--- config.mk ---
export PLATFORM = sky130hd
export DESIGN_NAME = http_chunked_body_decoder_unit
export DESIGN_NICKNAME = d
export VERILOG_FILES = /design/src/hw/rtl/hcbd_pkg.sv /design/src/hw/rtl/http_chunked_body_decoder_unit.sv
export SDC_FILE = /design/constraint.sdc
export NUM_CORES = 1
export LEC_CHECK = 0
export BUFFER_PORTS_ARGS = -buffer_cell sky130_fd_sc_hd__buf_4
export CAP_MARGIN = 10
export CORE_MARGIN = 2
export CORE_UTILIZATION = 50
export DETAILED_ROUTE_END_ITERATION = 16
export PLACE_DENSITY = 0.71
export SLEW_MARGIN = 30
export SYNTH_ARGS = -nofsm -noshare
export SYNTH_HDL_FRONTEND = slang
export SYNTH_SLANG_ARGS = --single-unit
--- constraint.sdc ---
create_clock -name clock -period 12.9 [get_ports clock]
set_clock_uncertainty 0.05 [all_clocks]
set_input_delay 1.29 -clock clock [delete_from_list [all_inputs] [get_ports clock]]
set_output_delay 1.29 -clock clock [all_outputs]
set_load 0.05 [all_outputs]
--- src/hw/rtl/hcbd_pkg.sv ---
// Types, constants and helpers shared by the chunked body decoder.
`default_nettype none

package hcbd_pkg;

   // decoder phase
   typedef enum logic [3:0] {
      PH_SIZE       = 4'd0,
      PH_SIZE_LF    = 4'd1,
      PH_DATA       = 4'd2,
      PH_DATA_CR    = 4'd3,
      PH_DATA_LF    = 4'd4,
      PH_TRAILER    = 4'd5,
      PH_TRAILER_LF = 4'd6,
      PH_DONE       = 4'd7,
      PH_ERROR      = 4'd8
   } phase_type;

   // result status codes
   localparam logic [1:0] STATUS_RUNNING = 2'd0;
   localparam logic [1:0] STATUS_DONE    = 2'd1;
   localparam logic [1:0] STATUS_ERROR   = 2'd2;

   localparam int unsigned DEF_MAX_SIZE_DIGITS = 16;
   localparam int unsigned DEF_LENGTH_BITS     = 24;

   localparam int unsigned LIMIT_W      = 24;
   localparam logic [LIMIT_W-1:0] LIMIT_RESET = 24'hA0_0000;

   localparam logic [7:0] CHAR_CR = 8'h0D;
   localparam logic [7:0] CHAR_LF = 8'h0A;

   // {is_hex, nibble}
   function automatic logic [4:0] hex_digit(input logic [7:0] c);
      logic [4:0] r;
      r = 5'd0;
      if (c >= 8'h30 && c <= 8'h39) begin
         r = {1'b1, 4'(c - 8'h30)};
      end else if (c >= 8'h41 && c <= 8'h46) begin
         r = {1'b1, 4'(c - 8'h37)};
      end else if (c >= 8'h61 && c <= 8'h66) begin
         r = {1'b1, 4'(c - 8'h57)};
      end
      return r;
   endfunction

endpackage

`default_nettype wire

--- src/hw/rtl/http_chunked_body_decoder_unit.sv ---
// Chunked transfer body decoder: one body byte in, one result word out.
//
//  port group | dir | words                                  | flow
//  req_*      | in  | in_byte, first_byte, end_of_input      | valid / stall
//  rsp_*      | out | out_byte, payload_valid, status, length | valid / stall
//  csr_*      | in  | body_limit (24 bit)                    | write enable
//
// One byte per clock unless the output stalls. The cycle is set by the
// size-line check at LF: a 32-bit limit subtract feeding a size-wide compare.
// Reset (synchronous) clears the decoder to the start of a size line and loads
// the default body limit; no clearing pass. A stalled result holds in the
// output register; input is stalled only while that register is full and held.
`default_nettype none

module http_chunked_body_decoder_unit
   import hcbd_pkg::*;
#(
   parameter int unsigned MAX_SIZE_DIGITS = DEF_MAX_SIZE_DIGITS,
   parameter int unsigned LENGTH_BITS     = DEF_LENGTH_BITS
) (
   input  wire logic               clock,
   input  wire logic               reset,
   input  wire logic               req_valid,
   output      logic               req_stall,
   input  wire logic [7:0]         req_in_byte,
   input  wire logic               req_first_byte,
   input  wire logic               req_end_of_input,
   output      logic               rsp_valid,
   input  wire logic               rsp_stall,
   output      logic [7:0]         rsp_out_byte,
   output      logic               rsp_payload_valid,
   output      logic [1:0]         rsp_status,
   output      logic [23:0]        rsp_body_length,
   input  wire logic               csr_wr_en,
   input  wire logic [LIMIT_W-1:0] csr_wr_data
);

   localparam int unsigned SIZE_BITS = 4 * MAX_SIZE_DIGITS;
   localparam int unsigned DCNT_W    = $clog2(MAX_SIZE_DIGITS + 1);
   localparam int unsigned CMP_W     = (SIZE_BITS > 32) ? SIZE_BITS : 32;
   localparam logic [31:0] LEN_MAX   = 32'((64'd1 << LENGTH_BITS) - 64'd1);
   localparam logic [DCNT_W-1:0] DCNT_MAX = DCNT_W'(MAX_SIZE_DIGITS);

   // decoder state
   phase_type              phase_ff, phase_in;
   logic [SIZE_BITS-1:0]   size_ff, size_in;
   logic [DCNT_W-1:0]      dcnt_ff, dcnt_in;
   logic [SIZE_BITS-1:0]   left_ff, left_in;
   logic [LENGTH_BITS-1:0] total_ff, total_in;
   logic                   line_empty_ff, line_empty_in;
   logic [LIMIT_W-1:0]     limit_ff;

   // result register
   logic                   rsp_valid_ff;
   logic [7:0]             rsp_byte_ff, rsp_byte_in;
   logic                   rsp_pv_ff, rsp_pv_in;
   logic [1:0]             rsp_status_ff, rsp_status_in;
   logic [23:0]            rsp_len_ff, rsp_len_in;

   logic                   accept;

   // state as seen by this byte (first_byte restarts the body)
   phase_type              cur_phase;
   logic [SIZE_BITS-1:0]   cur_size;
   logic [DCNT_W-1:0]      cur_dcnt;
   logic [SIZE_BITS-1:0]   cur_left;
   logic [LENGTH_BITS-1:0] cur_total;
   logic                   cur_line_empty;

   logic [4:0]             hex;
   logic                   is_cr, is_lf;
   logic                   digit_ok;
   logic                   size_zero;
   logic                   left_last;
   logic [31:0]            limit32, lim32, total32, room32;
   logic                   over_limit;

   assign req_stall = rsp_valid_ff & rsp_stall;
   assign accept    = req_valid & ~req_stall;

   assign cur_phase      = req_first_byte ? PH_SIZE : phase_ff;
   assign cur_size       = req_first_byte ? '0 : size_ff;
   assign cur_dcnt       = req_first_byte ? '0 : dcnt_ff;
   assign cur_left       = req_first_byte ? '0 : left_ff;
   assign cur_total      = req_first_byte ? '0 : total_ff;
   assign cur_line_empty = req_first_byte ? 1'b1 : line_empty_ff;

   assign hex       = hex_digit(req_in_byte);
   assign is_cr     = (req_in_byte == CHAR_CR);
   assign is_lf     = (req_in_byte == CHAR_LF);
   assign digit_ok  = hex[4] && (cur_dcnt < DCNT_MAX);
   assign size_zero = (cur_size == '0);
   assign left_last = (cur_left <= SIZE_BITS'(1));

   // limit clamps to what the length counter can hold
   assign limit32    = 32'(limit_ff);
   assign lim32      = (limit32 > LEN_MAX) ? LEN_MAX : limit32;
   assign total32    = 32'(cur_total);
   assign room32     = lim32 - total32;
   assign over_limit = (total32 > lim32) || (CMP_W'(cur_size) > CMP_W'(room32));

   // next phase
   always_comb begin
      phase_in = cur_phase;
      case (cur_phase)
         PH_SIZE: begin
            if (is_cr) begin
               phase_in = (cur_dcnt == '0) ? PH_ERROR : PH_SIZE_LF;
            end else if (!digit_ok) begin
               phase_in = PH_ERROR;
            end
         end
         PH_SIZE_LF: begin
            if (!is_lf) begin
               phase_in = PH_ERROR;
            end else if (size_zero) begin
               phase_in = PH_TRAILER;
            end else if (over_limit) begin
               phase_in = PH_ERROR;
            end else begin
               phase_in = PH_DATA;
            end
         end
         PH_DATA: begin
            if (left_last) phase_in = PH_DATA_CR;
         end
         PH_DATA_CR:    phase_in = is_cr ? PH_DATA_LF : PH_ERROR;
         PH_DATA_LF:    phase_in = is_lf ? PH_SIZE : PH_ERROR;
         PH_TRAILER: begin
            if (is_cr) phase_in = PH_TRAILER_LF;
         end
         PH_TRAILER_LF: begin
            if (is_lf) begin
               phase_in = cur_line_empty ? PH_DONE : PH_TRAILER;
            end else if (!is_cr) begin
               phase_in = PH_TRAILER;
            end
         end
         PH_DONE:       phase_in = PH_DONE;
         PH_ERROR:      phase_in = PH_ERROR;
         default:       phase_in = PH_ERROR;
      endcase
      if (req_end_of_input && phase_in != PH_DONE) phase_in = PH_ERROR;
   end

   // datapath and result word
   always_comb begin
      size_in       = cur_size;
      dcnt_in       = cur_dcnt;
      left_in       = cur_left;
      total_in      = cur_total;
      line_empty_in = cur_line_empty;
      rsp_pv_in     = 1'b0;
      case (cur_phase)
         PH_SIZE: begin
            if (!is_cr && digit_ok) begin
               size_in = (cur_size << 4) | SIZE_BITS'(hex[3:0]);
               dcnt_in = DCNT_W'(cur_dcnt + 1'b1);
            end
         end
         PH_SIZE_LF: begin
            if (is_lf) begin
               if (size_zero) begin
                  line_empty_in = 1'b1;
               end else if (!over_limit) begin
                  left_in = cur_size;
               end
            end
         end
         PH_DATA: begin
            rsp_pv_in = 1'b1;
            total_in  = LENGTH_BITS'(cur_total + 1'b1);
            if (cur_left != '0) left_in = cur_left - 1'b1;
         end
         PH_DATA_LF: begin
            if (is_lf) begin
               size_in = '0;
               dcnt_in = '0;
            end
         end
         PH_TRAILER: begin
            if (!is_cr) line_empty_in = 1'b0;
         end
         PH_TRAILER_LF: begin
            line_empty_in = is_lf;
         end
         default: ;
      endcase

      case (phase_in)
         PH_DONE:  rsp_status_in = STATUS_DONE;
         PH_ERROR: rsp_status_in = STATUS_ERROR;
         default:  rsp_status_in = STATUS_RUNNING;
      endcase
      rsp_byte_in = rsp_pv_in ? req_in_byte : 8'd0;
      rsp_len_in  = 24'(32'(total_in));
   end

   always_ff @(posedge clock) begin
      if (reset) begin
         phase_ff      <= PH_SIZE;
         size_ff       <= '0;
         dcnt_ff       <= '0;
         left_ff       <= '0;
         total_ff      <= '0;
         line_empty_ff <= 1'b1;
         limit_ff      <= LIMIT_RESET;
         rsp_valid_ff  <= 1'b0;
      end else begin
         if (csr_wr_en) limit_ff <= csr_wr_data;
         if (accept) begin
            phase_ff      <= phase_in;
            size_ff       <= size_in;
            dcnt_ff       <= dcnt_in;
            left_ff       <= left_in;
            total_ff      <= total_in;
            line_empty_ff <= line_empty_in;
            rsp_valid_ff  <= 1'b1;
         end else if (!rsp_stall) begin
            rsp_valid_ff  <= 1'b0;
         end
      end
   end

   always_ff @(posedge clock) begin
      if (accept) begin
         rsp_byte_ff   <= rsp_byte_in;
         rsp_pv_ff     <= rsp_pv_in;
         rsp_status_ff <= rsp_status_in;
         rsp_len_ff    <= rsp_len_in;
      end
   end

   assign rsp_valid         = rsp_valid_ff;
   assign rsp_out_byte      = rsp_byte_ff;
   assign rsp_payload_valid = rsp_pv_ff;
   assign rsp_status        = rsp_status_ff;
   assign rsp_body_length   = rsp_len_ff;

   // a chunk in flight always has bytes left
   a_data_left: assert property (@(posedge clock) disable iff (reset)
      phase_ff == PH_DATA |-> left_ff != '0)
      else $error("data phase with no bytes left");

   a_dcnt_max: assert property (@(posedge clock) disable iff (reset)
      dcnt_ff <= DCNT_MAX)
      else $error("size digit count overran");

   // done is sticky until a new body starts
   a_done_sticky: assert property (@(posedge clock) disable iff (reset)
      phase_ff == PH_DONE && !(accept && req_first_byte) |=> phase_ff == PH_DONE)
      else $error("left done without restart");

   a_payload_not_done: assert property (@(posedge clock) disable iff (reset)
      rsp_valid_ff && rsp_pv_ff |-> rsp_status_ff != STATUS_DONE)
      else $error("payload word reported done");

endmodule

`default_nettype wire

After elaboration in Yosys (flattened, before gate mapping)
Index checks and enable logic that the tools add are counted.
- bits in registers: 222
- input port bits: 39
- output and inout bits: 37
- word-level logic and storage cells: 104
- equality and inequality tests: 13
- mux-type cells: 45
- magnitude comparators: 11
- reduce and logical (&&, ||, !) cells: 12
- add/subtract/negate cells: 7
- bitwise gates (word level): 4
- operators with widths (cell ; number):
    64-bit two-way mux ; 8
    64-bit case mux with 2 select lines ; 2
    24-bit two-way mux ; 3
    64-bit by 32-bit greater-than comparator with 1-bit output ; 1
    64-bit by 1-bit less-or-equal comparator with 1-bit output, second input constant ; 1
    64-bit zero test ; 1
    64-bit by 4-bit OR with 64-bit output ; 1
    64-bit nonzero test ; 1
    64-bit by 1-bit subtractor with 64-bit output, second input constant ; 1
    4-bit two-way mux ; 14
    4-bit case mux with 8 select lines ; 1
    5-bit two-way mux ; 6
    24-bit by 24-bit subtractor with 25-bit output ; 1
    24-bit by 1-bit adder with 24-bit output, second input constant ; 1
    24-bit greater-than comparator ; 1
    24-bit greater-than comparator, second input constant ; 1
    4-bit by 3-bit == test with 1-bit output, second input constant ; 5
    8-bit by 4-bit == test with 1-bit output, second input constant ; 2
    8-bit by 7-bit greater-or-equal comparator with 1-bit output, second input constant ; 2
    8-bit by 7-bit less-or-equal comparator with 1-bit output, second input constant ; 2
    5-bit case mux with 2 select lines ; 1
    4-bit by 2-bit == test with 1-bit output, second input constant ; 2
    8-bit by 6-bit greater-or-equal comparator with 1-bit output, second input constant ; 1
    8-bit by 6-bit less-or-equal comparator with 1-bit output, second input constant ; 1
    other kinds (19) ; 32

Depth between registers and ports, before layout
- depth in word-level cells: 14
- gate-level depth with buffers: 30
- gate-level depth less buffers: 25

Worst setup path after synthesis
OpenSTA, ideal clock, no wires.
- kind: input -> register
- start point: in req_first_byte
- end point: reg left_ff[31]
- cell stages on the path: 28
- slack: 5.482 ns
- path buffers: 5
- data required time: 12.733 ns
- library setup time: 0.117 ns
- arrival: 7.251 ns
- cells stage by stage: clkbuf_1 -> clkbuf_1 -> buf_1 -> buf_1 -> nor2b_1 -> ha_1 -> fa_1 -> nand2b_1 -> a21oi_1 -> o2111ai_1 -> a41o_1 -> a31oi_1 -> o21a_1 -> o21ai_0 -> a21oi_1 -> nand4_1 -> nand2_1 -> ha_1 -> a21o_1 -> a21o_1 -> a221oi_1 -> o21ai_0 -> nor3_1 -> a211oi_1 -> nor4_4 -> buf_2 -> mux2_2 -> a32o_1
- word-level cells in the longest chain between the ends: 8
- elaborated cells on any way between the ends: 18
- those cells by class: 2 x add/sub; 2 x order compare; 2 x eq/ne; 9 x mux; 3 x reduce/logical
- RTL lines (item ; line ; text):
    start: declaration ; http_chunked_body_decoder_unit.sv:26 ; input wire logic req_first_byte,
    24-bit two-way mux ; http_chunked_body_decoder_unit.sv:85 ; assign cur_total = req_first_byte ? '0 : total_ff;
    24-bit by 24-bit subtractor with 25-bit output ; http_chunked_body_decoder_unit.sv:99 ; assign room32 = lim32 - total32;
    64-bit by 32-bit greater-than comparator with 1-bit output ; http_chunked_body_decoder_unit.sv:100 ; assign over_limit = (total32 > lim32) || (CMP_W'(cur_size) > CMP_W'(room32));
    1-bit logical OR ; http_chunked_body_decoder_unit.sv:100 ;
    64-bit two-way mux ; http_chunked_body_decoder_unit.sv:165 ; end else if (!over_limit) begin
    64-bit two-way mux ; http_chunked_body_decoder_unit.sv:163 ; if (size_zero) begin
    64-bit two-way mux ; http_chunked_body_decoder_unit.sv:162 ; if (is_lf) begin
    64-bit case mux with 2 select lines (*) ; http_chunked_body_decoder_unit.sv:154 ; case (cur_phase)
    end signal: assignment ; http_chunked_body_decoder_unit.sv:215 ; left_ff <= left_in;
    end: declaration ; http_chunked_body_decoder_unit.sv:48 ; logic [SIZE_BITS-1:0] left_ff, left_in;
Mark *: on every way between the ends. The rest lies on a longest branch, timed or not.
A chain may end at the register's enable or synchronous reset.

Worst setup path in the final report
- start point: in req_first_byte
- end point: reg left_ff[49]
Same word-level chain as after synthesis.

==> impl_results.md <==
* Minimum clock period at 7.853 ns
* DR vias/cell at 6.257
* Synth Cell Area at 0.01363 mm^2
* Worst R2R End: left_ff[49]$_SDFFE_PP0P_
* CTS tree: done
* FP Rows at 60
* Nature of the critical path endpoint: flop
* Core Footprint at 0.02688 mm^2
* Arr. time, crit path at 8.27 ns
* Final Core Density at 56.15%
* Number of synthesized register bits at 222
* Max-cap violations at 0
* Highest-count cells in the layout ignoring fill and taps: nor2_1 (243), dfxtp_1 (187), nand2_1 (145)
* Port Buffer Count at 75
* Maximum vdd drop at 0.09652 mV
* Finished layout cell area at 0.01509 mm^2
* Hold WC Path Type: flop to flop
* Vias in the first global route at 11689
* Residual DRC at 0
* Post-synthesis cell count at 1717
* Post-synth EDFFs at 35
* Number of library cell types mapped by synthesis at 82
* FF-to-FF path depth at 25
* DIE WIDTH at 169.1 um
* Num CTS Buffers at 25
* Setup WS pre-CTS at 4.410 ns
* Setup TNS at 0 ns
* Max-slew violations at 0
* Share of cells above drive strength 1 at 10.49%
* Worst-path cell with the longest stage delay: and2_1
* Initial antenna violation count at 0
* Die height at 169.1 um
* Critical path depth at 28
* Post-cts repair resize count at 0
* GPL Wtd Cong at 0.8860
* Post-route ant nets at 0
* Fmax at 0.1273 GHz
* Worst setup startpoint: req_first_byte
* HPWL after detailed placement at 26240 um
* Total wire length at 38740 um
* Wirelength per Cell at 18.74 um
* Family with the most delay on the worst path: compound AO/OA/AOI/OAI gates
* Root Buffer: clkbuf_16
* RR Startpoint: total_ff[0]$_SDFFE_PP0P_
* CTS Hold Bufs at 0
* Leakage at 5.800 nW
* Worst-skew pair later-pin latency at 0.55 ns
* Yosys warnings at 0
* Startpoint Class: input pin
* Max Root-Sink Buffers at 3
* Starting density of the core at 50.71%
* CP Capture Point: left_ff[49]$_SDFFE_PP0P_
* Postcts setup bufs at 0
* Critical path class: input pin to flop
* Sequential share of the synthesized area at 35.18%
* Slew headroom at 34.49%
* Fraction of registers with async set/reset at 0%
* Status: completed
* Total Power at 1.714 mW
* Die area at 0.02859 mm^2
* Dpl cell area at 0.01428 mm^2
* Synthesized area per cell at 7.937 um^2
* Worst setup margin at 5.047 ns
* Commonest non-fill, non-tap cell in the layout: nor2_1
* Reg2Reg Setup Slack at 6.25 ns
* Final setup vio count at 0
* Vias at 12934
* TritonRoute pass-1 iters at 5
* Req. time, crit path at 13.32 ns
* RSZ-0062 raised after global routing: false
* # IOs at 76
* WP buf/inv at 5
* CTS sink count at 222
* Antenna diodes at 0
* Slowest stage delay, CP at 0.87 ns
* Final worst path period share at 60.87%
* Net count, final at 1816
* CP max FO at 53
* Congestion Overflow GR at 0
* Worst-path clk slew at 0.07 ns
* PwrDens at 113.6 mW/mm^2
* All-Layer GR Usage at 26.52%
* Syn nets at 1822
* First-pass GRT wire length at 62340 um
* Initial DRC count at 1478
* H-tree level count at 1
* Pin count of the biggest net entering global routing at 86
* Most common flop cell mapped by yosys: dfxtp_1
* Area delta synth->final at 10.74%
* Least-Margin Pin Slew at 0.9827 ns
* Fin. Hold Viols at 0
-- worst min-delay path by stage --
stage / from / slack, ns / to / cells past startpoint
floorplan: dcnt_ff[0]$_SDFFE_PP0P_ / 0.38 / dcnt_ff[0]$_SDFFE_PP0P_ / 2
global placement: dcnt_ff[0]$_SDFFE_PP0P_ / 0.40 / dcnt_ff[0]$_SDFFE_PP0P_ / 2
detailed placement: dcnt_ff[0]$_SDFFE_PP0P_ / 0.41 / dcnt_ff[0]$_SDFFE_PP0P_ / 2
CTS: dcnt_ff[0]$_SDFFE_PP0P_ / 0.42 / dcnt_ff[0]$_SDFFE_PP0P_ / 2
global route: dcnt_ff[0]$_SDFFE_PP0P_ / 0.45 / dcnt_ff[0]$_SDFFE_PP0P_ / 2
finish: total_ff[1]$_SDFFE_PP0P_ / 0.42 / total_ff[1]$_SDFFE_PP0P_ / 2
-- state kept, by name (all words and copies together) (netlist names) --
signal	count
rsp_status	2
rsp_valid	1
size_ff	64
rsp_out_byte	8
total_ff	24
dcnt_ff	5
rsp_body_length	24
rsp_payload_valid	1
limit_ff	24
left_ff	64
phase_ff	4
line_empty_ff	1
-- through the flow --
stage	std cells	hold slack (ns)
6_report	2067	0.4219
5_1_grt	2067	0.4540
4_1_cts	2067	0.4167
3_5_place_dp	2025	0.4075
3_3_place_gp	2025	0.3956
2_1_floorplan	1717	0.3821
-- area by class of cell --
cell class / count / area [um^2]
fill: 2500 / 11780
multi-input combinational: 1327 / 8204
sequential: 222 / 4795
timing repair buffer: 94 / 705.7
clock buffer: 30 / 674.4
tap: 341 / 426.7
inverter: 41 / 153.9
clock inverter: 12 / 132.6
-- worst register-to-register path, stage by stage, from the launching register on --
cell and delay [ns]:
dfxtp_1 0.33, nor2b_1 0.18, ha_1 0.28, fa_1 0.40, nand2b_1 0.18, a21oi_1 0.22
o2111ai_1 0.20, a41o_1 0.28, a31oi_1 0.23, o21a_1 0.15, o21ai_0 0.13, a21oi_1 0.24
nand4_1 0.11, nand2_1 0.28, ha_1 0.32, a21o_1 0.19, a21o_1 0.17, a221oi_1 0.35
o21ai_0 0.15, nor3_1 0.15, a211oi_1 0.11, nor4_4 0.29, buf_4 0.30, o21ai_2 0.24
and2_1 0.59, a22o_1 0.38
-- cell usage after synthesis (6+ instances only) --
| cell type | instances | area [um^2] |
|---|---|---|
| nor2_1 | 245 | 919.6 |
| dfxtp_1 | 187 | 3744 |
| nand2_1 | 146 | 548.0 |
| a21oi_1 | 116 | 580.6 |
| o21ai_0 | 108 | 540.5 |
| clkbuf_1 | 103 | 386.6 |
| a22oi_1 | 74 | 555.5 |
| ha_1 | 65 | 813.3 |
| nor3_1 | 56 | 280.3 |
| nand3_1 | 55 | 275.3 |
| nor2b_1 | 50 | 312.8 |
| inv_1 | 40 | 150.1 |
| edfxtp_1 | 35 | 1051 |
| nor4_1 | 32 | 200.2 |
| xnor2_1 | 29 | 254.0 |
| mux2i_1 | 27 | 270.3 |
| and3_1 | 24 | 150.1 |
| nand4_1 | 22 | 137.6 |
| o2bb2ai_1 | 20 | 175.2 |
| a31oi_1 | 18 | 112.6 |
| xor2_1 | 17 | 148.9 |
| a211oi_1 | 14 | 105.1 |
| a21o_1 | 14 | 105.1 |
| o211ai_1 | 14 | 105.1 |
| and2_1 | 12 | 75.07 |
| buf_1 | 12 | 45.04 |
| and4_1 | 10 | 87.58 |
| buf_2 | 10 | 50.05 |
| nand2b_1 | 10 | 62.56 |
| or3_1 | 10 | 62.56 |
| mux2_2 | 8 | 90.09 |
| o21a_1 | 8 | 60.06 |
| a22o_1 | 7 | 61.31 |
| o21bai_1 | 7 | 52.55 |
| o31ai_1 | 6 | 45.04 |
-- per-layer routing --
metal	GRT usage, %	part of all wire [%]	up-vias	routed length [um]
li1	-	-	6249	-
met5	0	0	-	0
met4	5.537	1.5	0	600
met2	41.77	44	484	17220
met3	3.764	7.3	44	2842
met1	38.75	47	6157	18080
-- where the power goes --
| part | switching [mW] | internal [mW] | leakage, nW | total (mW) |
|---|---|---|---|---|
| Sequential | 0.0129 | 0.720 | 1.87 | 0.733 |
| Combinational | 0.177 | 0.0924 | 3.53 | 0.270 |
| Clock | 0.298 | 0.413 | 0.402 | 0.711 |
| Total | 0.489 | 1.23 | 5.80 | 1.71 |
-- kinds of logic after synthesis --
| group | Yosys count | share of synthesized area, % |
|---|---|---|
| flops | 222 | 35.18 |
| mux | 35 | 2.644 |
| fa+ha+maj | 66 | 6.115 |
| buf+inv | 168 | 4.802 |
| compound gates | 470 | 22.55 |
| simple gates | 710 | 25.75 |
| xor+xnor | 46 | 2.956 |
Power figures use the tool's default switching activity.
